### src/rtl/brbe_pkg.sv
`timescale 1ns / 1ps
package brbe_pkg;

  typedef enum logic [1:0] {
    OPN_PROG  = 2'd0,
    OPN_ADD   = 2'd1,
    OPN_CLEAR = 2'd2,
    OPN_NONE  = 2'd3
  } opn_e;

  typedef enum logic [2:0] {
    OPC_API   = 3'd0,
    OPC_UNK   = 3'd1,
    OPC_TRUE  = 3'd2,
    OPC_FALSE = 3'd3,
    OPC_NOT   = 3'd4,
    OPC_AND   = 3'd5,
    OPC_OR    = 3'd6,
    OPC_NOF   = 3'd7
  } opc_e;

  typedef enum logic [2:0] {
    ST_OK    = 3'd0,
    ST_TRUNC = 3'd1,
    ST_UNDER = 3'd2,
    ST_BADOP = 3'd3,
    ST_OVER  = 3'd4,
    ST_DEPTH = 3'd5
  } status_e;

  localparam logic [3:0] REG_UNKNOWN_VALUE = 4'd0;

  typedef struct packed {
    logic [1:0]  operation;
    logic [7:0]  program_byte;
    logic        last_byte;
    logic [31:0] api_id;
  } in_item_t;

  typedef struct packed {
    logic       match;
    logic [2:0] status;
  } out_item_t;

  // Operand length in bytes for each opcode.
  function automatic logic [2:0] operand_len(logic [2:0] opc);
    logic [2:0] len;
    len = 3'd0;
    if (opc == OPC_API || opc == OPC_NOF) len = 3'd4;
    else if (opc == OPC_AND || opc == OPC_OR) len = 3'd2;
    return len;
  endfunction

endpackage

### src/rtl/brbe_if.sv
`timescale 1ns / 1ps
interface brbe_in_if;
  logic               valid;
  logic               ready;
  brbe_pkg::in_item_t data;
  modport source (output valid, output data, input ready);
  modport sink (input valid, input data, output ready);
endinterface

interface brbe_out_if;
  logic                valid;
  logic                ready;
  brbe_pkg::out_item_t data;
  modport source (output valid, output data, input ready);
  modport sink (input valid, input data, output ready);
endinterface

### src/rtl/brbe_present.sv
`timescale 1ns / 1ps
module brbe_present #(
  parameter int unsigned PresentEntries = 64
) (
  input  logic        clk_i,
  input  logic        rst_ni,
  input  logic        add_i,
  input  logic        clear_i,
  input  logic [31:0] add_id_i,
  input  logic        search_i,
  input  logic [31:0] search_id_i,
  output logic        busy_o,
  output logic        done_o,
  output logic        found_o
);
  import brbe_pkg::*;

  localparam int unsigned AW = (PresentEntries > 1) ? $clog2(PresentEntries) : 1;
  localparam int unsigned CW = $clog2(PresentEntries + 1);
  localparam logic [CW-1:0] Full = CW'(PresentEntries);

  logic [31:0]   mem [PresentEntries];
  logic [31:0]   rdata_q;
  logic [CW-1:0] count_q, count_d;
  logic [CW-1:0] idx_q, idx_d;
  logic          run_q, run_d, chk_q, chk_d, found_q, found_d, done_q, done_d;
  logic [31:0]   key_q;

  // Table storage: one write, one registered read.
  always_ff @(posedge clk_i) begin
    if (add_i && count_q < Full) mem[count_q[AW-1:0]] <= add_id_i;
    rdata_q <= mem[idx_q[AW-1:0]];
    if (search_i) key_q <= search_id_i;
  end

  // Sequential scan: issue a read per cycle, compare the registered data.
  always_comb begin
    count_d = count_q;
    if (clear_i) count_d = '0;
    else if (add_i && count_q < Full) count_d = count_q + 1'b1;
    idx_d = idx_q;
    run_d = run_q;
    chk_d = 1'b0;
    found_d = found_q;
    done_d = 1'b0;
    if (search_i) begin
      idx_d = '0;
      run_d = 1'b1;
      found_d = 1'b0;
    end else begin
      if (chk_q && rdata_q == key_q) found_d = 1'b1;
      if (run_q) begin
        if (idx_q >= count_q) begin
          run_d = 1'b0;
          done_d = 1'b1;
        end else begin
          chk_d = 1'b1;
          idx_d = idx_q + 1'b1;
        end
      end
    end
  end

  always_ff @(posedge clk_i or negedge rst_ni) begin
    if (!rst_ni) begin
      count_q <= '0;
      idx_q <= '0;
      run_q <= 1'b0;
      chk_q <= 1'b0;
      found_q <= 1'b0;
      done_q <= 1'b0;
    end else begin
      count_q <= count_d;
      idx_q <= idx_d;
      run_q <= run_d;
      chk_q <= chk_d;
      found_q <= found_d;
      done_q <= done_d;
    end
  end

  // The last compare happens in the cycle that ends the scan, so found_o is final with done_o.
  assign busy_o = run_q | done_q;
  assign done_o = done_q;
  assign found_o = found_q;
endmodule

### src/rtl/boolean_rule_bytecode_evaluator.sv
`timescale 1ns / 1ps
// Channel  Dir  Payload                                        Handshake
// in       in   operation, program_byte, last_byte, api_id     valid/ready
// out      out  match, status                                  valid/ready
// cfg      in   unknown_value at address 0                     APB, pready high
//
// Every transaction is accepted in the idle state. After that cycle, a push opcode
// passes a write state and a finish state; NOT adds an address setup step before its
// write-back. An API lookup scans the present table one entry per cycle, then pushes.
// A reduction reads the stack memory one bit per cycle, then pushes. Table operations
// and bytes that start no step and end no program stay idle. Reset clears all control
// state; stack and table contents are undefined. A result waits in the output register;
// only the next last byte stalls on it.
module boolean_rule_bytecode_evaluator #(
  parameter int unsigned STACK_DEPTH = 256,
  parameter int unsigned PRESENT_ENTRIES = 64
) (
  input  logic        clk_i,
  input  logic        rst_ni,
  brbe_in_if.sink     in_i,
  brbe_out_if.source  out_o,
  input  logic        psel,
  input  logic        penable,
  input  logic        pwrite,
  input  logic [1:0]  paddr,
  input  logic [31:0] pwdata,
  output logic [31:0] prdata,
  output logic        pready
);
  import brbe_pkg::*;

  localparam int unsigned SAW = $clog2(STACK_DEPTH);
  localparam int unsigned LW = $clog2(STACK_DEPTH + 1);
  localparam logic [LW-1:0] Depth = LW'(STACK_DEPTH);

  typedef enum logic [5:0] {
    S_IDLE = 6'b000001,
    S_LOOK = 6'b000010,
    S_RED  = 6'b000100,
    S_PUSH = 6'b001000,
    S_NOTR = 6'b010000,
    S_DONE = 6'b100000
  } state_e;

  state_e        state_q, state_d;
  logic          unk_q;
  logic [LW-1:0] level_q, level_d;
  logic [2:0]    pend_q, pend_d;
  logic [2:0]    left_q, left_d;
  logic [31:0]   gather_q, gather_d;
  logic [2:0]    err_q, err_d;
  logic          last_q, last_d;
  logic          pbit_q, pbit_d;
  logic [16:0]   cnt_q, cnt_d;
  logic [16:0]   ones_q, ones_d;
  logic          rdv_q, rdv_d;
  logic          ov_q, ov_d;
  out_item_t     res_q, res_d;

  // Stack memory.
  logic          stk [STACK_DEPTH];
  logic          swe, swd, srd_q;
  logic [SAW-1:0] swa, sra;
  logic          bot_q;

  always_ff @(posedge clk_i) begin
    if (swe) stk[swa] <= swd;
    srd_q <= stk[sra];
    if (swe && swa == '0) bot_q <= swd;
  end

  // Configuration port.
  assign pready = 1'b1;
  assign prdata = {31'd0, unk_q};
  always_ff @(posedge clk_i or negedge rst_ni) begin
    if (!rst_ni) unk_q <= 1'b0;
    else if (psel && penable && pwrite && paddr == REG_UNKNOWN_VALUE[1:0]) unk_q <= pwdata[0];
  end

  // Present table.
  logic acc, lk_start, lk_busy, lk_done, lk_found;
  logic [31:0] arg;
  assign acc = in_i.valid && in_i.ready;
  brbe_present #(.PresentEntries(PRESENT_ENTRIES)) u_present (
    .clk_i, .rst_ni,
    .add_i(acc && in_i.data.operation == OPN_ADD),
    .clear_i(acc && in_i.data.operation == OPN_CLEAR),
    .add_id_i(in_i.data.api_id),
    .search_i(lk_start), .search_id_i(arg),
    .busy_o(lk_busy), .done_o(lk_done), .found_o(lk_found)
  );

  assign in_i.ready = (state_q == S_IDLE) &&
    !(out_o.valid && in_i.data.last_byte && in_i.data.operation == OPN_PROG);
  assign out_o.data = res_q;

  logic [7:0]  b;
  logic [31:0] g2;
  logic [2:0]  pos;
  logic [15:0] n16, k16;
  logic        fin;

  always_comb begin
    b = in_i.data.program_byte;
    pos = operand_len(pend_q) - left_q;
    g2 = gather_q | ({24'd0, b} << {pos[1:0], 3'b000});
    arg = g2;
    k16 = (pend_q == OPC_NOF) ? gather_q[15:0] : 16'd0;
    n16 = (pend_q == OPC_NOF) ? gather_q[31:16] : gather_q[15:0];
    state_d = state_q; level_d = level_q; pend_d = pend_q; left_d = left_q;
    gather_d = gather_q; err_d = err_q; last_d = last_q; pbit_d = pbit_q;
    cnt_d = cnt_q; ones_d = ones_q; rdv_d = 1'b0; ov_d = 1'b0;
    res_d = res_q; lk_start = 1'b0; fin = 1'b0;
    swe = 1'b0; swd = 1'b0;
    swa = level_q[SAW-1:0];
    sra = SAW'(level_q - 1'b1);
    unique case (state_q)
      S_IDLE: begin
        if (acc && in_i.data.operation == OPN_PROG) begin
          last_d = in_i.data.last_byte;
          state_d = S_DONE;
          if (err_q == ST_OK) begin
            if (left_q != 3'd0) begin
              gather_d = g2;
              left_d = left_q - 1'b1;
              if (left_q == 3'd1) begin
                if (pend_q == OPC_API) begin
                  lk_start = 1'b1;
                  state_d = S_LOOK;
                end else begin
                  cnt_d = '0;
                  ones_d = '0;
                  state_d = S_RED;
                end
              end
            end else if (b > 8'd7) begin
              err_d = ST_BADOP;
            end else if (operand_len(b[2:0]) == 3'd0) begin
              pend_d = b[2:0];
              if (b[2:0] == OPC_NOT) begin
                if (level_q == '0) err_d = ST_UNDER;
                else state_d = S_NOTR;
              end else begin
                pbit_d = (b[2:0] == OPC_UNK) ? unk_q : (b[2:0] == OPC_TRUE);
                state_d = S_PUSH;
              end
            end else begin
              pend_d = b[2:0];
              left_d = operand_len(b[2:0]);
              gather_d = '0;
            end
          end
          if (!in_i.data.last_byte && state_d == S_DONE) state_d = S_IDLE;
        end
      end
      S_LOOK: begin
        if (lk_done) begin
          pbit_d = lk_found;
          state_d = S_PUSH;
        end
      end
      S_RED: begin
        // One bit read per cycle from the stack top downward.
        if ({1'b0, n16} > {{(17-LW){1'b0}}, level_q} && cnt_q == '0 && !rdv_q) begin
          err_d = ST_UNDER;
          state_d = S_DONE;
        end else begin
          if (rdv_q) ones_d = ones_q + {16'd0, srd_q};
          if (cnt_q < {1'b0, n16}) begin
            sra = SAW'(level_q - 1'b1);
            rdv_d = 1'b1;
            level_d = level_q - 1'b1;
            cnt_d = cnt_q + 1'b1;
          end else if (!rdv_q) begin
            unique case (pend_q)
              OPC_AND: pbit_d = (ones_q == {1'b0, n16});
              OPC_OR:  pbit_d = (ones_q != '0);
              default: pbit_d = (ones_q >= {1'b0, k16});
            endcase
            state_d = S_PUSH;
          end
        end
      end
      S_PUSH: begin
        if (level_q >= Depth) err_d = ST_OVER;
        else begin
          swe = 1'b1;
          swd = pbit_q;
          level_d = level_q + 1'b1;
        end
        state_d = S_DONE;
      end
      S_NOTR: begin
        // Read issued last cycle lands now; write the inverted top back.
        if (!ov_q) begin
          ov_d = 1'b1;
        end else begin
          swe = 1'b1;
          swa = SAW'(level_q - 1'b1);
          swd = ~srd_q;
          state_d = S_DONE;
        end
      end
      S_DONE: begin
        fin = last_q;
        state_d = S_IDLE;
      end
      default: state_d = S_IDLE;
    endcase
    // The NOT read needs an address setup step, so its flag is cleared on entry.
    if (state_q == S_IDLE && state_d == S_NOTR) ov_d = 1'b0;
    if (fin) begin
      res_d.status = (err_q == ST_OK && left_q != 3'd0) ? ST_TRUNC : err_q;
      if (res_d.status == ST_OK && level_q != LW'(1)) res_d.status = ST_DEPTH;
      res_d.match = (res_d.status == ST_OK) && bot_q;
      level_d = '0; pend_d = '0; left_d = '0; gather_d = '0; err_d = ST_OK;
    end
  end

  logic ovalid_q;
  assign out_o.valid = ovalid_q;

  always_ff @(posedge clk_i or negedge rst_ni) begin
    if (!rst_ni) begin
      state_q <= S_IDLE; level_q <= '0; pend_q <= '0; left_q <= '0;
      gather_q <= '0; err_q <= ST_OK; last_q <= 1'b0; cnt_q <= '0;
      ones_q <= '0; rdv_q <= 1'b0; ov_q <= 1'b0; ovalid_q <= 1'b0;
    end else begin
      state_q <= state_d; level_q <= level_d; pend_q <= pend_d; left_q <= left_d;
      gather_q <= gather_d; err_q <= err_d; last_q <= last_d; cnt_q <= cnt_d;
      ones_q <= ones_d; rdv_q <= rdv_d; ov_q <= ov_d;
      if (fin) ovalid_q <= 1'b1;
      else if (out_o.ready) ovalid_q <= 1'b0;
    end
  end

  always_ff @(posedge clk_i) begin
    pbit_q <= pbit_d;
    res_q <= res_d;
  end

  logic unused;
  assign unused = lk_busy ^ pwdata[31] ^ (|pwdata[30:1]);
endmodule

### src/flat_wrapper.sv
// flat-port wrapper written by rule: the top's interface ports become plain ports
module boolean_rule_bytecode_evaluator_flat import brbe_pkg::*;
#(
  parameter int unsigned STACK_DEPTH = 256,
  parameter int unsigned PRESENT_ENTRIES = 64
)
  (clk_i, rst_ni, psel, penable, pwrite, paddr, pwdata, prdata, pready, in_i_valid, in_i_data, in_i_ready, out_o_valid, out_o_data, out_o_ready);
  brbe_in_if in_i_i ();
  brbe_out_if out_o_i ();
  input  logic clk_i;
  input  logic rst_ni;
  input  logic psel;
  input  logic penable;
  input  logic pwrite;
  input  logic [1:0] paddr;
  input  logic [31:0] pwdata;
  output logic [31:0] prdata;
  output logic pready;
  input wire logic [$bits(in_i_i.valid)-1:0] in_i_valid;
  input wire logic [$bits(in_i_i.data)-1:0] in_i_data;
  output wire logic [$bits(in_i_i.ready)-1:0] in_i_ready;
  output wire logic [$bits(out_o_i.valid)-1:0] out_o_valid;
  output wire logic [$bits(out_o_i.data)-1:0] out_o_data;
  input wire logic [$bits(out_o_i.ready)-1:0] out_o_ready;
  assign in_i_i.valid = in_i_valid;
  assign in_i_i.data = in_i_data;
  assign in_i_ready = in_i_i.ready;
  assign out_o_valid = out_o_i.valid;
  assign out_o_data = out_o_i.data;
  assign out_o_i.ready = out_o_ready;
  boolean_rule_bytecode_evaluator #(.STACK_DEPTH(STACK_DEPTH), .PRESENT_ENTRIES(PRESENT_ENTRIES)) u_core (.clk_i(clk_i), .rst_ni(rst_ni), .in_i(in_i_i), .out_o(out_o_i), .psel(psel), .penable(penable), .pwrite(pwrite), .paddr(paddr), .pwdata(pwdata), .prdata(prdata), .pready(pready));
endmodule
### config.mk
export PLATFORM = sky130hd
export DESIGN_NAME = boolean_rule_bytecode_evaluator_flat
export DESIGN_NICKNAME = d
export VERILOG_FILES = /design/src/rtl/brbe_pkg.sv /design/src/rtl/brbe_if.sv /design/src/rtl/brbe_present.sv /design/src/rtl/boolean_rule_bytecode_evaluator.sv /design/src/flat_wrapper.sv
export SDC_FILE = /design/constraint.sdc
export NUM_CORES = 2
export LEC_CHECK = 0
export BUFFER_PORTS_ARGS = -buffer_cell sky130_fd_sc_hd__buf_2
export CORE_MARGIN = 4
export CORE_UTILIZATION = 33
export CTS_CLUSTER_SIZE = 20
export DETAILED_ROUTE_END_ITERATION = 8
export PLACE_DENSITY = 0.58
export SLEW_MARGIN = 0
export SYNTH_ARGS = -nofsm -noshare
export SYNTH_HDL_FRONTEND = slang
export SYNTH_HIERARCHICAL = 1
export SYNTH_SLANG_ARGS = --single-unit
export TNS_END_PERCENT = 30
### constraint.sdc
create_clock -name clk_i -period 16.8 [get_ports clk_i]
set_input_delay 0.84 -clock clk_i [delete_from_list [all_inputs] [get_ports clk_i]]
set_output_delay 0.84 -clock clk_i [all_outputs]
set_load 0.02 [all_outputs]
==> results.json <==
{
  "run_status": "completed",
  "antenna_found_initial": 15,
  "grt_use_total_pct": 15.5,
  "power.density_nw_per_um2": 113,
  "pre_cts_slack_ns": 11.07,
  "wire_per_inst_microns": 26.5,
  "clk_latency_ns": 0.91,
  "final_core_util_pct": 37.5,
  "setup_viol": 0,
  "antenna_left": 0,
  "die_width_microns": 556,
  "avgSynthCellArea_sq_um": 20.1,
  "power.internal_w": 0.00997,
  "rsz0062_at_grt": "false",
  "max_slew_margin_pct": 15.7,
  "htree_levels": 4,
  "p_leak_nw": 36.6,
  "sequentialPowerShare_pct": 54.1,
  "area_growth_pct": 13.1,
  "yosysWarnings": 6,
  "cts_resized": 0,
  "worst_slack_ns": 11.29,
  "hpwl_microns": 132000,
  "arrival_ns": 6.23,
  "clock.fmax_ghz": 0.182,
  "dieArea_sq_um": 310000,
  "clk_pin_slew_ns": 0.06,
  "nets": 5235,
  "netlist_instances": 4940,
  "cts_num_sinks": 2487,
  "tightest_slew_ns": 1.26,
  "crit_path_end_kind": "flop",
  "p_sw_w": 0.00272,
  "p_total_w": 0.0127,
  "tritoncts": "built",
  "path_cells": "buf_12 > buf_4 > buf_4 > mux4_2 > mux4_2 > a22o_1 > a221o_1",
  "gp_routability_congestion": 0.815,
  "grt_max_degree": 137,
  "start_util_pct": 33.1,
  "slowest_stage": "dfrtp_4",
  "drive_above_1_share_pct": 24.4,
  "wl_microns": 246000,
  "start_kind": "flop",
  "fin_setup_tns_ns": 0,
  "fillerInstances": 27100,
  "cp_max_fo": 96,
  "drc": 0,
  "max_stage_delay_ns": 0.96,
  "grt_pass1_wl_microns": 354000,
  "worstPathRequired_ns": 17.52,
  "combPwrFrac_pct": 4.4,
  "vias": 49500,
  "critical_path_class": "reg -> reg",
  "swShare_pct": 21.4,
  "worst-r2r-setup-slack_ns": 11.29,
  "synth_area_sq_um": 99200,
  "hp-class": "in -> reg",
  "rows": 201,
  "slew_violations": 0,
  "postCtsSetupBuffers": 0,
  "cts_root_buf": "clkbuf_16",
  "period_share_pct": 32.8,
  "viasPerCell": 5.35,
  "cts_buffers": 245,
  "critical_path_buf_inv_count": 3,
  "cp_top_family": "buffers and inverters",
  "finalClockSkew_ns": 0.133,
  "maxCapViolCount": 0,
  "dr.pass1.iters": 6,
  "cts_hold_buffers": 1,
  "io_buffers": 59,
  "finalCriticalPeriod_ns": 5.51,
  "drtIter0Drc": 5430,
  "ioPinCount": 123,
  "grt_pass1_vias": 49700,
  "core_sq_um": 300000,
  "grt.overflow.total": 0,
  "chipHeight_microns": 556,
  "clockBufferDepth": 4,
  "ir_worst_vdd_mv": 0.0940,
  "pwr-share-clk_pct": 41.5,
  "hold_violations": 0
}
## cells in the final DEF, fill, tap and decap left out, types with 10 or more instances in the layout
cell       count
a221o_1       27
or3_1         14
mux4_2       682
bufinv_16     16
buf_2         58
a31oi_1       10
conb_1        32
clkinv_1      43
edfxtp_1    2341
inv_1         65
buf_4        112
clkbuf_8      15
ha_1          59
dfrtp_1      107
nor2b_1       11
nor2_4        64
and2_1        13
xor2_1        51
clkbuf_1      69
a22oi_1       32
o21ai_0       97
and3_1        17
nand2_1      116
o22ai_1       11
a21oi_1      133
mux2i_1       76
nor4_1        18
nand3_1       56
xnor2_1       21
dfxtp_1       33
nand4_1       30
nor2_1       363
clkbuf_16    245
clkinv_2      46
nor3_1        26
a22o_1        29
## registers in the layout (all words and copies together), names as in the netlist, 7 cells and up
signal and count:
u_core/stk 256, u_core/u_present/key_q 32, u_core/cnt_q 17, u_core/gather_q 32, u_core/u_present/idx_q 7, u_core/u_present/rdata_q 32
u_core/u_present/count_q 7, u_core/u_present/mem 2048, u_core/ones_q 17, u_core/level_q 9
## power by group through the flow
| stage | clock network, W | registers (W) | logic [W] |
|---|---|---|---|
| global placement | 0 | 0.00700 | 0.000548 |
| finish | 0.00526 | 0.00687 | 0.000559 |
| detailed placement | 0 | 0.00700 | 0.000558 |
| CTS | 0.00539 | 0.00687 | 0.000560 |
| global route | 0.00564 | 0.00687 | 0.000607 |
| floorplan | 0 | 0.00696 | 0.000350 |
## through the flow
stage / hold slack [ns] / std cells / instance area [sq um]
5_1_grt: 0.135 / 9245 / 112000
3_3_place_gp: 0.462 / 8801 / 105000
6_report: 0.166 / 9254 / 112000
2_1_floorplan: 0.437 / 4970 / 99300
3_5_place_dp: 0.466 / 8801 / 105000
4_1_cts: 0.0844 / 9245 / 112000
## area by class of cell
cell class / count / area, sq um / share of cell area (%)
timing repair buffer: 175 / 1220 / 1.09
multi-input combinational: 2114 / 24400 / 21.7
tap: 3958 / 4950 / 4.41
clock inverter: 114 / 990 / 0.882
sequential: 2487 / 73800 / 65.8
clock buffer: 329 / 6600 / 5.88
antenna: 9 / 22.5 / 0.0201
inverter: 68 / 255 / 0.227
## path summary, 6_finish.rpt
check / start / depth (start not counted) / end
min in group asynchronous: rst_ni / 2 / u_core/cnt_q[4]
min reg2reg: u_core/ov_q / 1 / u_core/ov_q
min: out_o_ready / 2 / u_core/out_o.valid
max reg2reg: u_core/u_present/idx_q[0] / 7 / u_core/u_present/rdata_q[25]
max in group asynchronous: rst_ni / 3 / u_core/u_present/idx_q[2]
max: u_core/u_present/idx_q[0] / 7 / u_core/u_present/rdata_q[25]
## metal layers
layer  routed length [microns]  share of wire, %  track usage [%]  up-vias
li1                          -                 -                -    20500
met1                    108000                44             22.4    27000
met2                    118000                48             25.0     1648
met3                     15900               6.5             2.49      321
met4                      4360               1.8             3.06       12
met5                        53             0.022                0        -
(Power assumes the default switching activity.)
